===== src/hdl/leja_point_ordering_core_assert.svh =====
// Assertion macros for the Leja point ordering core.
`ifndef LEJA_POINT_ORDERING_CORE_ASSERT_SVH
`define LEJA_POINT_ORDERING_CORE_ASSERT_SVH
// Implication checked on every clock edge outside reset.
`define LPO_ASSERT_IMP(label, clk, rst, a, c) \
   label: assert property (@(posedge clk) disable iff (rst) (a) |-> (c)) \
      else $error("assertion failed");
// Next-cycle implication checked outside reset.
`define LPO_ASSERT_NEXT(label, clk, rst, a, c) \
   label: assert property (@(posedge clk) disable iff (rst) (a) |=> (c)) \
      else $error("assertion failed");
`endif


===== src/hdl/lpo_pkg.sv =====
// ----------------------------------------------------------------------------
// lpo_pkg
// Shared constants and types of the Leja point ordering core.
// ----------------------------------------------------------------------------
`default_nettype none
package lpo_pkg;
   localparam int unsigned CoordWidth = 24;
   localparam int unsigned ProdWidth  = 64;
   localparam int unsigned DistWidth  = 26;
   localparam int unsigned SumWidth   = 51;
   localparam int unsigned DMaxDefault = 16;
   localparam logic [ProdWidth-1:0] OneQ16 = 64'd65536;

   // Control from the sequencer to the serial arithmetic units.
   typedef struct packed {
      logic sqrt_start;
      logic mul_start;
   } unit_ctrl_type;
endpackage
`default_nettype wire


===== src/hdl/leja_point_ordering_core.sv =====
// ----------------------------------------------------------------------------
// leja_point_ordering_core
// Loads complex points and emits them in greedy Leja order.
// ----------------------------------------------------------------------------
// Usage: raise start with a point while busy is low; each point takes
// one transaction. A point with req_last_point closes the set and starts the
// ordering; busy stays high until the last result is out. Points beyond
// D_MAX are dropped. Results appear spaced apart on the rsp_ ports, each
// marked by rsp_valid for exactly one cycle; rsp_last_out marks the final one.
// The receiver cannot stall, so results are never held.
// Loading accepts one point per cycle. Ordering runs n-1 steps; each
// step walks the remaining points through one serial distance unit (square
// steps, root steps and rounding) and one serial multiplier, plus a read
// and a write-back, then reads slot i and swaps the best point into it.
// Emission then reads the points out in order.
// Reset clears the point count and the sequencer; memory contents are not
// cleared because only loaded entries are ever read.
// ----------------------------------------------------------------------------
`default_nettype none
`include "leja_point_ordering_core_assert.svh"
module leja_point_ordering_core
   import lpo_pkg::*;
#(
   parameter int unsigned D_MAX = DMaxDefault
) (
   input  wire logic                         clock,
   input  wire logic                         reset,
   input  wire logic                         start,
   output logic                              busy,
   input  wire logic signed [CoordWidth-1:0] req_point_re,
   input  wire logic signed [CoordWidth-1:0] req_point_im,
   input  wire logic                         req_last_point,
   output logic                              rsp_valid,
   output logic signed [CoordWidth-1:0]      rsp_ordered_re,
   output logic signed [CoordWidth-1:0]      rsp_ordered_im,
   output logic                              rsp_last_out
);
   localparam int unsigned AW = $clog2(D_MAX);
   localparam int unsigned CW = $clog2(D_MAX + 1);
   localparam int unsigned PW = 2 * CoordWidth;

   typedef enum logic [3:0] {
      S_LOAD, S_RD, S_RDW, S_DIST, S_MUL, S_WR, S_RDB, S_RDBW, S_SWAP,
      S_OUT, S_OUTW
   } state_type;

   state_type       state_ff;
   logic [CW-1:0]   count_ff, i_ff, j_ff;
   logic [AW-1:0]   best_ff;
   logic [ProdWidth-1:0] best_p_ff;
   logic [PW-1:0]   ref_ff, cur_pt_ff;
   logic [ProdWidth-1:0] cur_p_ff;
   logic            fix_ff;
   logic [PW-1:0]   bpt_ff;
   logic [ProdWidth-1:0] bpr_ff;

   logic            pt_we, pr_we;
   logic [AW-1:0]   pt_addr, pr_addr;
   logic [PW-1:0]   pt_wd, pt_rd;
   logic [ProdWidth-1:0] pr_wd, pr_rd;
   unit_ctrl_type   ctrl;
   logic            sq_done, mu_done;
   logic [DistWidth-1:0] distance;
   logic [ProdWidth-1:0] mu_res;
   logic            accept;

   assign accept = start && !busy;
   assign busy = (state_ff != S_LOAD);

   lpo_ram #(.Width(PW), .Depth(D_MAX)) u_pt (
      .clock(clock), .wr_en(pt_we), .addr(pt_addr), .wr_data(pt_wd), .rd_data(pt_rd));
   lpo_ram #(.Width(ProdWidth), .Depth(D_MAX)) u_pr (
      .clock(clock), .wr_en(pr_we), .addr(pr_addr), .wr_data(pr_wd), .rd_data(pr_rd));

   lpo_sqrt u_sqrt (
      .clock(clock), .reset(reset), .start(ctrl.sqrt_start),
      .a_re(pt_rd[PW-1:CoordWidth]), .a_im(pt_rd[CoordWidth-1:0]),
      .b_re(ref_ff[PW-1:CoordWidth]), .b_im(ref_ff[CoordWidth-1:0]),
      .done(sq_done), .distance(distance));
   lpo_mul u_mul (
      .clock(clock), .reset(reset), .start(ctrl.mul_start), .prod(cur_p_ff),
      .distance(distance), .done(mu_done), .result(mu_res));

   assign ctrl.sqrt_start = (state_ff == S_RDW);
   assign ctrl.mul_start  = (state_ff == S_DIST) && sq_done;

   // Memory port control, one access per cycle on each port.
   always_comb begin
      pt_we   = 1'b0;
      pr_we   = 1'b0;
      pt_addr = j_ff[AW-1:0];
      pr_addr = j_ff[AW-1:0];
      pt_wd   = cur_pt_ff;
      pr_wd   = mu_res;
      unique case (state_ff)
         S_LOAD: begin
            pt_addr = count_ff[AW-1:0];
            pr_addr = count_ff[AW-1:0];
            pt_we   = accept && (count_ff < CW'(D_MAX));
            pr_we   = pt_we;
            pt_wd   = {req_point_re, req_point_im};
            pr_wd   = OneQ16;
         end
         S_WR: pr_we = 1'b1;
         S_SWAP: begin
            // Old slot i goes to best first, then best's entry goes to slot i.
            pt_addr = fix_ff ? i_ff[AW-1:0] : best_ff;
            pr_addr = fix_ff ? i_ff[AW-1:0] : best_ff;
            pt_we   = 1'b1;
            pr_we   = 1'b1;
            pt_wd   = fix_ff ? bpt_ff : cur_pt_ff;
            pr_wd   = fix_ff ? bpr_ff : cur_p_ff;
         end
         default: ;
      endcase
   end

   always_ff @(posedge clock) begin
      if (reset) begin
         state_ff <= S_LOAD;
         count_ff <= '0;
         rsp_valid <= 1'b0;
         fix_ff   <= 1'b0;
      end else begin
         rsp_valid <= 1'b0;
         fix_ff    <= 1'b0;
         unique case (state_ff)
            S_LOAD: begin
               if (accept) begin
                  if (count_ff < CW'(D_MAX)) count_ff <= count_ff + CW'(1);
                  if (req_last_point) begin
                     ref_ff <= '0;
                     i_ff   <= '0;
                     j_ff   <= '0;
                     best_p_ff <= '0;
                     state_ff <= ((count_ff < CW'(D_MAX) ? count_ff + CW'(1) : count_ff)
                                  > CW'(1)) ? S_RD : S_OUT;
                  end
               end
            end
            S_RD: state_ff <= S_RDW;
            S_RDW: begin
               cur_pt_ff <= pt_rd;
               cur_p_ff  <= pr_rd;
               state_ff  <= S_DIST;
            end
            S_DIST: if (sq_done) state_ff <= S_MUL;
            S_MUL: if (mu_done) state_ff <= S_WR;
            S_WR: begin
               if (j_ff == i_ff || mu_res > best_p_ff) begin
                  best_ff   <= j_ff[AW-1:0];
                  best_p_ff <= mu_res;
                  bpt_ff    <= cur_pt_ff;
                  bpr_ff    <= mu_res;
               end
               if (j_ff + CW'(1) == count_ff) begin
                  j_ff     <= i_ff;
                  state_ff <= S_RDB;
               end else begin
                  j_ff     <= j_ff + CW'(1);
                  state_ff <= S_RD;
               end
            end
            S_RDB: state_ff <= S_RDBW;
            S_RDBW: begin
               // Slot i (j_ff holds i) is held for the first swap write.
               cur_pt_ff <= pt_rd;
               cur_p_ff  <= pr_rd;
               state_ff  <= S_SWAP;
            end
            S_SWAP: begin
               fix_ff   <= 1'b1;
               ref_ff   <= bpt_ff;
               state_ff <= S_SWAP;
               if (fix_ff) begin
                  if (i_ff + CW'(2) == count_ff) begin
                     i_ff <= '0;
                     j_ff <= '0;
                     state_ff <= S_OUT;
                  end else begin
                     i_ff <= i_ff + CW'(1);
                     j_ff <= i_ff + CW'(1);
                     best_p_ff <= '0;
                     state_ff <= S_RD;
                  end
               end
            end
            S_OUT: state_ff <= S_OUTW;
            S_OUTW: begin
               rsp_valid      <= 1'b1;
               rsp_ordered_re <= pt_rd[PW-1:CoordWidth];
               rsp_ordered_im <= pt_rd[CoordWidth-1:0];
               rsp_last_out   <= (j_ff + CW'(1) == count_ff);
               if (j_ff + CW'(1) == count_ff) begin
                  count_ff <= '0;
                  state_ff <= S_LOAD;
               end else begin
                  j_ff     <= j_ff + CW'(1);
                  state_ff <= S_OUT;
               end
            end
            default: state_ff <= S_LOAD;
         endcase
      end
   end

   `LPO_ASSERT_IMP(a_mid_rsp_busy, clock, reset, rsp_valid && !rsp_last_out, busy)
   `LPO_ASSERT_IMP(a_last_idle, clock, reset, rsp_valid && rsp_last_out, !busy && count_ff == '0)
   `LPO_ASSERT_NEXT(a_rsp_spaced, clock, reset, rsp_valid && !rsp_last_out, !rsp_valid)
   `LPO_ASSERT_IMP(a_count_bound, clock, reset, 1'b1, count_ff <= CW'(D_MAX))
endmodule
`default_nettype wire


===== src/hdl/lpo_ram.sv =====
// ----------------------------------------------------------------------------
// lpo_ram
// Generic single-port RAM with registered read.
// ----------------------------------------------------------------------------
`default_nettype none
module lpo_ram #(
   parameter int unsigned Width = 8,
   parameter int unsigned Depth = 16
) (
   input  wire logic                     clock,
   input  wire logic                     wr_en,
   input  wire logic [$clog2(Depth)-1:0] addr,
   input  wire logic [Width-1:0]         wr_data,
   output logic      [Width-1:0]         rd_data
);
   logic [Width-1:0] mem [Depth];

   always_ff @(posedge clock) begin
      if (wr_en) begin
         mem[addr] <= wr_data;
      end
      rd_data <= mem[addr];
   end
endmodule
`default_nettype wire


===== src/hdl/lpo_sqrt.sv =====
// ----------------------------------------------------------------------------
// lpo_sqrt
// Distance unit: serial squares and a rounded square root, one bit a cycle.
// ----------------------------------------------------------------------------
`default_nettype none
module lpo_sqrt
   import lpo_pkg::*;
(
   input  wire logic                         clock,
   input  wire logic                         reset,
   input  wire logic                         start,
   input  wire logic signed [CoordWidth-1:0] a_re,
   input  wire logic signed [CoordWidth-1:0] a_im,
   input  wire logic signed [CoordWidth-1:0] b_re,
   input  wire logic signed [CoordWidth-1:0] b_im,
   output logic                              done,
   output logic [DistWidth-1:0]              distance
);
   localparam int unsigned DiffWidth = CoordWidth + 1;
   localparam int unsigned RemWidth  = DistWidth + 3;

   typedef enum logic [1:0] {S_IDLE, S_SQX, S_SQY, S_ROOT} state_type;

   state_type             state_ff;
   logic [4:0]            cnt_ff;
   logic [DiffWidth-1:0]  ux_ff, uy_ff, mshift_ff;
   logic [SumWidth-1:0]   acc_ff;
   logic [SumWidth+1:0]   rad_ff;
   logic [RemWidth-1:0]   rem_ff;
   logic [DistWidth-1:0]  root_ff;
   logic                  done_ff;

   logic signed [DiffWidth-1:0] dx, dy;
   logic [RemWidth-1:0]         trial, rem_sh;

   assign dx = DiffWidth'(a_re) - DiffWidth'(b_re);
   assign dy = DiffWidth'(a_im) - DiffWidth'(b_im);
   // The radicand is below 2^50, so the first digit pair sits at bits 51:50.
   assign rem_sh = {rem_ff[RemWidth-3:0], rad_ff[SumWidth:SumWidth-1]};
   assign trial  = {1'b0, root_ff, 2'b01};

   always_ff @(posedge clock) begin
      done_ff <= 1'b0;
      if (reset) begin
         state_ff <= S_IDLE;
      end else begin
         unique case (state_ff)
            S_IDLE: begin
               if (start) begin
                  ux_ff     <= dx[DiffWidth-1] ? -dx : dx;
                  uy_ff     <= dy[DiffWidth-1] ? -dy : dy;
                  mshift_ff <= dx[DiffWidth-1] ? -dx : dx;
                  acc_ff    <= '0;
                  cnt_ff    <= '0;
                  state_ff  <= S_SQX;
               end
            end
            S_SQX, S_SQY: begin
               // Shift-add multiply, one multiplier bit per cycle; the last
               // step is folded into the radicand update.
               if (cnt_ff == 5'(DiffWidth-1)) begin
                  cnt_ff <= '0;
                  if (state_ff == S_SQX) begin
                     rad_ff    <= {2'b00, acc_ff[SumWidth-2:0], 1'b0} +
                                  (mshift_ff[0] ? (SumWidth+2)'(ux_ff) : '0);
                     mshift_ff <= uy_ff;
                     acc_ff    <= '0;
                     state_ff  <= S_SQY;
                  end else begin
                     rad_ff   <= rad_ff + {1'b0, acc_ff, 1'b0} +
                                 (mshift_ff[0] ? (SumWidth+2)'(uy_ff) : '0);
                     rem_ff   <= '0;
                     root_ff  <= '0;
                     state_ff <= S_ROOT;
                  end
               end else begin
                  cnt_ff <= cnt_ff + 5'd1;
                  if (mshift_ff[DiffWidth-1 - cnt_ff]) begin
                     acc_ff <= (acc_ff << 1) +
                               SumWidth'(state_ff == S_SQX ? ux_ff : uy_ff);
                  end else begin
                     acc_ff <= acc_ff << 1;
                  end
               end
            end
            S_ROOT: begin
               // Restoring root, two radicand bits per cycle.
               rad_ff <= rad_ff << 2;
               if (rem_sh >= trial) begin
                  rem_ff  <= rem_sh - trial;
                  root_ff <= {root_ff[DistWidth-2:0], 1'b1};
               end else begin
                  rem_ff  <= rem_sh;
                  root_ff <= {root_ff[DistWidth-2:0], 1'b0};
               end
               if (cnt_ff == 5'(DistWidth-1)) begin
                  state_ff <= S_IDLE;
                  done_ff  <= 1'b1;
               end else begin
                  cnt_ff <= cnt_ff + 5'd1;
               end
            end
            default: state_ff <= S_IDLE;
         endcase
      end
   end

   // Rounding: the remainder exceeds the root exactly when the true root
   // lies above the half point, done in the cycle after the last step.
   logic [DistWidth-1:0] dist_ff;
   logic                 dv_ff;
   always_ff @(posedge clock) begin
      if (reset) begin
         dv_ff <= 1'b0;
      end else begin
         dv_ff <= done_ff;
      end
      if (done_ff) begin
         dist_ff <= root_ff + DistWidth'(rem_ff > RemWidth'(root_ff));
      end
   end
   assign done     = dv_ff;
   assign distance = dist_ff;
endmodule
`default_nettype wire


===== src/hdl/lpo_mul.sv =====
// ----------------------------------------------------------------------------
// lpo_mul
// Product update unit: serial (product * distance) >> 16 with saturation.
// ----------------------------------------------------------------------------
`default_nettype none
module lpo_mul
   import lpo_pkg::*;
(
   input  wire logic                 clock,
   input  wire logic                 reset,
   input  wire logic                 start,
   input  wire logic [ProdWidth-1:0] prod,
   input  wire logic [DistWidth-1:0] distance,
   output logic                      done,
   output logic [ProdWidth-1:0]      result
);
   localparam int unsigned AccWidth = ProdWidth + DistWidth;

   logic                 busy_ff, done_ff;
   logic [4:0]           cnt_ff;
   logic [ProdWidth-1:0] p_ff;
   logic [DistWidth-1:0] d_ff;
   logic [AccWidth-1:0]  acc_ff;
   logic [AccWidth-1:0]  acc_in;

   // Distance bits enter from the top, one per cycle.
   assign acc_in = (acc_ff << 1) + (d_ff[DistWidth-1] ? AccWidth'(p_ff) : '0);

   always_ff @(posedge clock) begin
      done_ff <= 1'b0;
      if (reset) begin
         busy_ff <= 1'b0;
      end else if (start) begin
         p_ff    <= prod;
         d_ff    <= distance;
         acc_ff  <= '0;
         cnt_ff  <= '0;
         busy_ff <= 1'b1;
      end else if (busy_ff) begin
         acc_ff <= acc_in;
         d_ff   <= d_ff << 1;
         if (cnt_ff == 5'(DistWidth-1)) begin
            busy_ff <= 1'b0;
            done_ff <= 1'b1;
         end else begin
            cnt_ff <= cnt_ff + 5'd1;
         end
      end
   end

   assign done = done_ff;
   assign result = (|acc_ff[AccWidth-1:ProdWidth+16]) ? '1 : acc_ff[ProdWidth+15:16];
endmodule
`default_nettype wire


===== config.mk =====
export PLATFORM = sky130hd
export DESIGN_NAME = leja_point_ordering_core
export DESIGN_NICKNAME = d
export VERILOG_FILES = /design/src/hdl/lpo_pkg.sv /design/src/hdl/leja_point_ordering_core.sv /design/src/hdl/lpo_ram.sv /design/src/hdl/lpo_sqrt.sv /design/src/hdl/lpo_mul.sv
export VERILOG_INCLUDE_DIRS = /design/src /design/src/hdl
export SDC_FILE = /design/constraint.sdc
export NUM_CORES = 2
export LEC_CHECK = 0
export BUFFER_PORTS_ARGS = -buffer_cell sky130_fd_sc_hd__clkbuf_2
export CAP_MARGIN = 20
export CELL_PAD_IN_SITES_DETAIL_PLACEMENT = 0
export CELL_PAD_IN_SITES_GLOBAL_PLACEMENT = 1
export CORE_MARGIN = 2
export CORE_UTILIZATION = 39
export CTS_CLUSTER_DIAMETER = 150
export DETAILED_ROUTE_END_ITERATION = 8
export GPL_TIMING_DRIVEN = 1
export MAX_ROUTING_LAYER = met4
export PLACE_DENSITY = 0.71
export REMOVE_ABC_BUFFERS = 1
export SYNTH_ARGS = -nofsm -noshare
export SYNTH_HDL_FRONTEND = slang
export SYNTH_SLANG_ARGS = --single-unit

===== constraint.sdc =====
create_clock -name clock -period 19.38 [get_ports clock]
set_input_delay 2.907 -clock clock [delete_from_list [all_inputs] [get_ports clock]]
set_output_delay 2.907 -clock clock [all_outputs]
set_load 0.02 [all_outputs]

; ---- Word level (Yosys, flattened, before mapping)
; Memory sizes are Yosys's and may differ from the RTL's. A register that Yosys moved wholly into a read port is not among the register bits.
; Index checks and enable logic that the tools add are counted.
[op_classes]
n_lt_le_gt_ge = 6
mux = 93
n_addsub = 18
n_bitwise = 3
n_reduce_logical = 40
eq_ne = 36
[ops]
columns = cell, count
row1 = $mux 64, 8
row2 = $mux 51, 4
row3 = $pmux 48 s2, 2
row4 = $pmux 64 s3, 1
row5 = $mux 25, 7
row6 = $mux 48, 3
row7 = $pmux 64 s2, 1
row8 = $mux 53, 2
row9 = $pmux 53 s2, 1
row10 = $mux 26, 4
row11 = $pmux 51 s2, 1
row12 = $add 90x90->90, 1
row13 = $mux 90, 1
row14 = $mux 29, 3
row15 = $mux 5, 14
row16 = $gt 64x64->1, 1
row17 = $pmux 29 s2, 1
row18 = $add 51x53->53, 1
row19 = $add 53x52->53, 1
row20 = $add 53x53->53, 1
row21 = $pmux 26 s2, 1
row22 = $add 51x51->51, 1
row23 = $neg 25->25, 2
row24 = $pmux 25 s2, 1
row25 = other kinds (53), 133
[totals]
reg_bits = 866
inputBits = 52
out_inout_bits = 51
mem_count = 2
ramBits = 1792
[memory_table]
columns = memory, depth, word_bits, rd, rd_clocked_by_memory_dff, write_ports, line_no
row1 = u_pr.mem, 16, 64, 1, 1, 1, lpo_ram.sv:16  ; logic [Width-1:0] mem [Depth];
row2 = u_pt.mem, 16, 48, 1, 1, 1, lpo_ram.sv:16

; ---- Logic depth before layout (Yosys ltp)
[logic_depth]
word_depth = 7
ltp_mapped = 20

; ---- Modules after synthesis
; A second synthesis with hierarchy kept.
[hier_totals]
cells_unflattened = 8119
hier_area_um2 = 123942.6
[by_module_without_submodules]
columns = module, instances, cells_each, seq_area_each_um2, area_per_inst_um2
row1 = lpo_ram (u_pr), 1, 1648, 32030.7, 39517.9
row2 = lpo_ram (u_pt), 1, 1243, 24023.0, 29736.0
row3 = lpo_sqrt, 1, 2661, 8007.7, 24363.4
row4 = leja_point_ordering_core, 1, 1399, 12201.7, 18507.8
row5 = lpo_mul, 1, 1168, 5595.4, 11817.6

; ---- Worst setup path after synthesis
; Ideal clock, no wire load.
[synth_timing]
path_kind = input -> register
startpoint = input reset
endpoint = register cur_p_ff[0], enable pin
stages = 2
slack_ps = 3926
required_time_ps = 18482
arrival_time_ps = 14556
path_buffers = 1
path_cell_list = clkbuf_1 -> nor4b_1
[synth_between]
elab_chain_len = 2
[synth_lines]
columns = item, line_no
row1 = from (decl), leja_point_ordering_core.sv:27  ; input wire logic reset,
row2 = $not 1->1 (no source line), -
row3 = $reduce_and 2->1 (no source line), -
row4 = to (signal assigned), leja_point_ordering_core.sv:144  ; cur_p_ff <= pr_rd;
row5 = to (signal assigned), leja_point_ordering_core.sv:168  ; cur_p_ff <= pr_rd;
row6 = to (decl), leja_point_ordering_core.sv:52  ; logic [ProdWidth-1:0] cur_p_ff;
; Every way passes these cells.
; A chain may end at the register's enable or synchronous reset.

; ---- Worst setup path in the final report
[layout_timing]
startpoint = register state_ff[3]
endpoint = memory u_pr.mem[13][21] in the netlist's numbering, enable pin
[layout_between]
elab_chain_len = 7
word_cells_on_any_way = 12
classes_between = eq/ne: 2 / mux: 4 / reduce/logical: 6
[layout_lines]
columns = item, line_no
row1 = from (decl), leja_point_ordering_core.sv:47  ; state_type state_ff;
row2 = from (signal assigned), leja_point_ordering_core.sv:136  ; state_ff <= ((count_ff < CW'(D_MAX) ? count_ff + CW'(1) : count_ff)
row3 = $reduce_bool 4->1, leja_point_ordering_core.sv:68  ; assign busy = (state_ff != S_LOAD);
row4 = $logic_not 1->1, leja_point_ordering_core.sv:67  ; assign accept = start && !busy;
row5 = $logic_and 1x1->1, leja_point_ordering_core.sv:67
row6 = $logic_and 1x1->1, leja_point_ordering_core.sv:99  ; pt_we = accept && (count_ff < CW'(D_MAX));
row7 = $pmux 1 s2, leja_point_ordering_core.sv:95  ; unique case (state_ff)
row8 = $mux 1, lpo_ram.sv:19  ; if (wr_en) begin
row9 = $mux 1 (implied by the code), lpo_ram.sv:20  ; mem[addr] <= wr_data;
row10 = to (decl), lpo_ram.sv:16
; Several ways; a longest one is shown, not always the timed one.

==> flow_metrics.tcl <==
set metrics [dict create \
    rsz0062_at_grt "false" \
    drv_slew 0 \
    clock_sinks 2769 \
    viasPerCell 5.59 \
    globalplace.congestion 0.858 \
    start_util_pct 39.1 \
    clock_skew_ns 0.0806 \
    cp-endpoint "u_pr.mem[13][21]$_DFFE_PP_" \
    clock_latency_ns 0.87 \
    cts_buffers 294 \
    synth.area.top_cells "edfxtp_1 (64%), mux4_2 (8.3%), ha_1 (3.5%), dfxtp_1 (2.1%), nor2_1 (1.7%)" \
    wl_um 306000 \
    setup_viol 0 \
    fmax_mhz 152 \
    hold_viol 0 \
    die_h_um 565 \
    synth_area_mm2 0.123 \
    internal-power_mw 15.7 \
    cts.htree.levels 5 \
    max_cap_viol_count 0 \
    antenna_found_initial 24 \
    fin_nets 8776 \
    syn_inst 8178 \
    track_usage_pct 19.4 \
    period_minus_slack_ns 6.57 \
    antenna_left 0 \
    yosys_warnings 0 \
    synthAdderAreaFrac_pct 4.02 \
    overflow 0 \
    p_leak_nw 46.6 \
    synth-xor-area-share_pct 2.55 \
    instances_no_fill 12700 \
    top_layer "met4" \
    ys_ff_latch 2769 \
    critPathLaunch "state_ff[3]$_SDFFE_PP0P_" \
    grt_pass1_vias 70600 \
    r2r_cells 13 \
    netlist-cell-type-count 97 \
    synth_top_area_share_pct 64.5 \
    rows 206 \
    synthMuxAreaShare_pct 9.61 \
    path_max_fanout 63 \
    drt_iter0_drc 7596 \
    p_sw_mw 8.88 \
    placed_cells 12200 \
    synth-edff-count 2640 \
    path_cells "nand2b_1, nor3_2, buf_4, and2_2, buf_4, a22oi_1, nand2_1, o21a_4, buf_4, nand2_1, nor2_4, buf_12, buf_4" \
    die_x_um 565 \
    wl_met2_um 140000 \
    wl_met3_um 21400 \
    clockPowerShare_pct 22.2 \
    ir_drop_mv 0.257 \
    drt_pass1_iterations 9 \
    grt_max_degree 163 \
    r2r_slack_ns 12.81 \
    outcome "completed" \
    wl_met1_um 139000 \
    setup.worst_path.class "flip-flop to flip-flop" \
    core_region_area_mm2 0.314 \
    area_growth_pct 12.5 \
    r2r-start "state_ff[3]$_SDFFE_PP0P_" \
    wl_per_cell_um 24.0 \
    synth_top_family_by_area "multiplexers" \
    cts_root_buf "clkbuf_16" \
    cts_tree "yes" \
    synth-async-reset-ratio_pct 0 \
    drive_gt1_share_pct 15.4 \
    crit_slowest_cell "buf_4" \
    port_buffers 102 \
    synth-compound-area-share_pct 7.42 \
    reg2reg_to "u_pr.mem[13][21]$_DFFE_PP_" \
    dieArea_mm2 0.320 \
    postCtsSetupBuffers 0 \
    seq_area_frac_synth_pct 66.6 \
    seq_power_share_pct 37.7 \
    cp-end-kind "flip-flop" \
    clkTransAtPathRegs_ns 0.06 \
    tightest_slew_ns 1.32 \
    postCtsResizedCells 0 \
    slowest_delay_ns 0.83 \
    synthSimpleGateAreaFrac_pct 7.46 \
    cp_data_required_time_ns 19.85 \
    min_from "u_pr.rd_data[31]$_DFF_P_" \
    drc 0 \
    ios 103 \
    p_sw_share_pct 36.2 \
    arrival_ns 7.03 \
    grt_pass1_wl_um 456000 \
    fin_crit_sh_pct 33.9 \
    hold_path_class "flip-flop to flip-flop" \
    hpwl_um 192000 \
    cts_hold_buffers 0 \
    combPwrFrac_pct 40.2 \
    clock_tree.buffer_depth 4 \
    critPathLaunchType "flip-flop" \
    ys.flop_type "edfxtp_1" \
    slew-limit-headroom_pct 11.9 \
    fin_setup_tns_ns 0 \
    synth_area_leader_cell "edfxtp_1" \
    dr_total_vias 71300 \
    syn_avg_cell_area_um2 15.0 \
    path_common_cell "buf_4" \
    power_density_mw_per_mm2 178 \
]
worst max-delay path: cells and delay by family, from the launching register on:
kind | cells | cell delay, ns
buf+inv | 5 | 2.62
simple gates | 6 | 2.03
flops | 1 | 0.64
compound gates | 2 | 0.81
through the flow:
stage | instance area, µm² | hold WS (ns) | worst slack, ns | utilization, % | power (mW)
finish | 138000 | 0.398 | 12.81 | 44.0 | 24.6
detailed placement | 129000 | 0.389 | 12.39 | 41.0 | 19.2
global placement | 129000 | 0.390 | 12.33 | 41.0 | 19.0
global route | 138000 | 0.400 | 12.46 | 44.0 | 25.8
floorplan | 121000 | 0.386 | -15.26 | - | 17.7
CTS | 138000 | 0.398 | 12.36 | 44.0 | 24.7
per-layer routing:
| layer | track usage [%] | up-vias |
|---|---|---|
| met5 | - | - |
| met4 | 4.19 | 0 |
| met3 | 2.63 | 388 |
| met2 | 29.3 | 2412 |
| met1 | 27.8 | 36600 |
| li1 | - | 31900 |
placed cells by master, fill, tap and decap left out, types with 19 or more instances in the layout:
| cell | instances |
|---|---|
| o21ai_0 | 225 |
| or3_1 | 30 |
| nand4_1 | 75 |
| mux4_2 | 455 |
| clkinv_1 | 49 |
| mux2i_1 | 96 |
| o21a_1 | 31 |
| nor2_1 | 528 |
| nor4_1 | 19 |
| edfxtp_1 | 2640 |
| o31ai_1 | 21 |
| and3_1 | 39 |
| nand2b_1 | 47 |
| o22ai_1 | 53 |
| nor2b_1 | 55 |
| nor3_1 | 82 |
| xnor2_1 | 231 |
| a211oi_1 | 159 |
| fa_1 | 30 |
| and2_1 | 280 |
| clkbuf_1 | 61 |
| clkbuf_2 | 103 |
| dfxtp_1 | 128 |
| clkbuf_16 | 302 |
| o211ai_1 | 19 |
| a21o_1 | 121 |
| nand2_1 | 525 |
| clkinv_2 | 55 |
| nand3_1 | 98 |
| ha_1 | 345 |
| mux2_2 | 51 |
| a21oi_1 | 363 |
| o21bai_1 | 40 |
| nor2_4 | 36 |
| inv_1 | 368 |
| xor2_1 | 127 |
| buf_4 | 150 |
| a222oi_1 | 48 |
| a31oi_1 | 141 |
cell type report:
cell class              count  area, µm²
multi-input cells        4647      38800
clock inverters           145       1230
clock buffers             379       8010
flip-flops and latches   2769      81900
repair buffers            265       1850
diodes                     11       27.5
well taps                4160       5200
inverters                 370       1390
fillers                 27500     176000
synthesized netlist by cell type (15+ instances only):
library cell and n:
clkbuf_1 307, nand3_1 99, a22oi_1 15, o31ai_1 21, nor4_1 22, nor2b_1 55, nor2_1 564, o21a_1 32
dfxtp_1 129, buf_1 62, nand2b_1 47, nor3_1 86, mux2_2 51, nand2_1 526, ha_1 347, o21bai_1 40
o21ai_0 226, nand4_1 75, or3_1 32, fa_1 30, and3_1 39, o211ai_1 19, o22ai_1 71, mux4_2 455
a31oi_1 142, xnor2_1 231, a21oi_1 367, buf_2 23, xor2_1 127, mux2i_1 96, a211oi_1 159, a222oi_1 48
edfxtp_1 2640, and2_1 281, inv_1 369, a21o_1 122
power by group through the flow:
stage / Clock [mW] / Combinational (mW) / Sequential [mW]
finish: 5.45 / 9.86 / 9.25
global route: 5.78 / 10.8 / 9.31
global placement: 0 / 9.67 / 9.32
detailed placement: 0 / 9.86 / 9.36
CTS: 5.56 / 9.91 / 9.24
floorplan: 0 / 8.62 / 9.06
how the worst min path moves through the flow:
stage / end / slack (ns) / cells past startpoint
6_report: cur_p_ff[31]$_DFFE_PP_ / 0.40 / 0
4_1_cts: cur_p_ff[31]$_DFFE_PP_ / 0.40 / 0
3_3_place_gp: cur_p_ff[29]$_DFFE_PP_ / 0.39 / 0
5_1_grt: cur_p_ff[12]$_DFFE_PP_ / 0.40 / 0
3_5_place_dp: cur_p_ff[22]$_DFFE_PP_ / 0.39 / 0
2_1_floorplan: cur_p_ff[0]$_DFFE_PP_ / 0.39 / 0
sequential cells by signal, summed over array words and instances, names as in the netlist, 29 cells and up:
name and count:
u_sqrt.rad_ff 52, bpr_ff 64, cur_p_ff 64, best_p_ff 64, u_mul.acc_ff 90, u_pt.rd_data 48
u_sqrt.rem_ff 29, bpt_ff 48, u_pr.rd_data 64, u_mul.p_ff 64, ref_ff 48, u_pr.mem 1024
u_pt.mem 768, u_sqrt.acc_ff 51, cur_pt_ff 48
logic make-up after synthesis:
| kind of cell | after synthesis |
|---|---|
| AO/OA/AOI/OAI | 1399 |
| buffers and inverters | 762 |
| multiplexers | 605 |
| flip-flops | 2769 |
| XOR/XNOR | 358 |
| AND/OR/NAND/NOR | 1908 |
| adder cells (fa/ha/maj) | 377 |
Power figures use the tool's default switching activity.
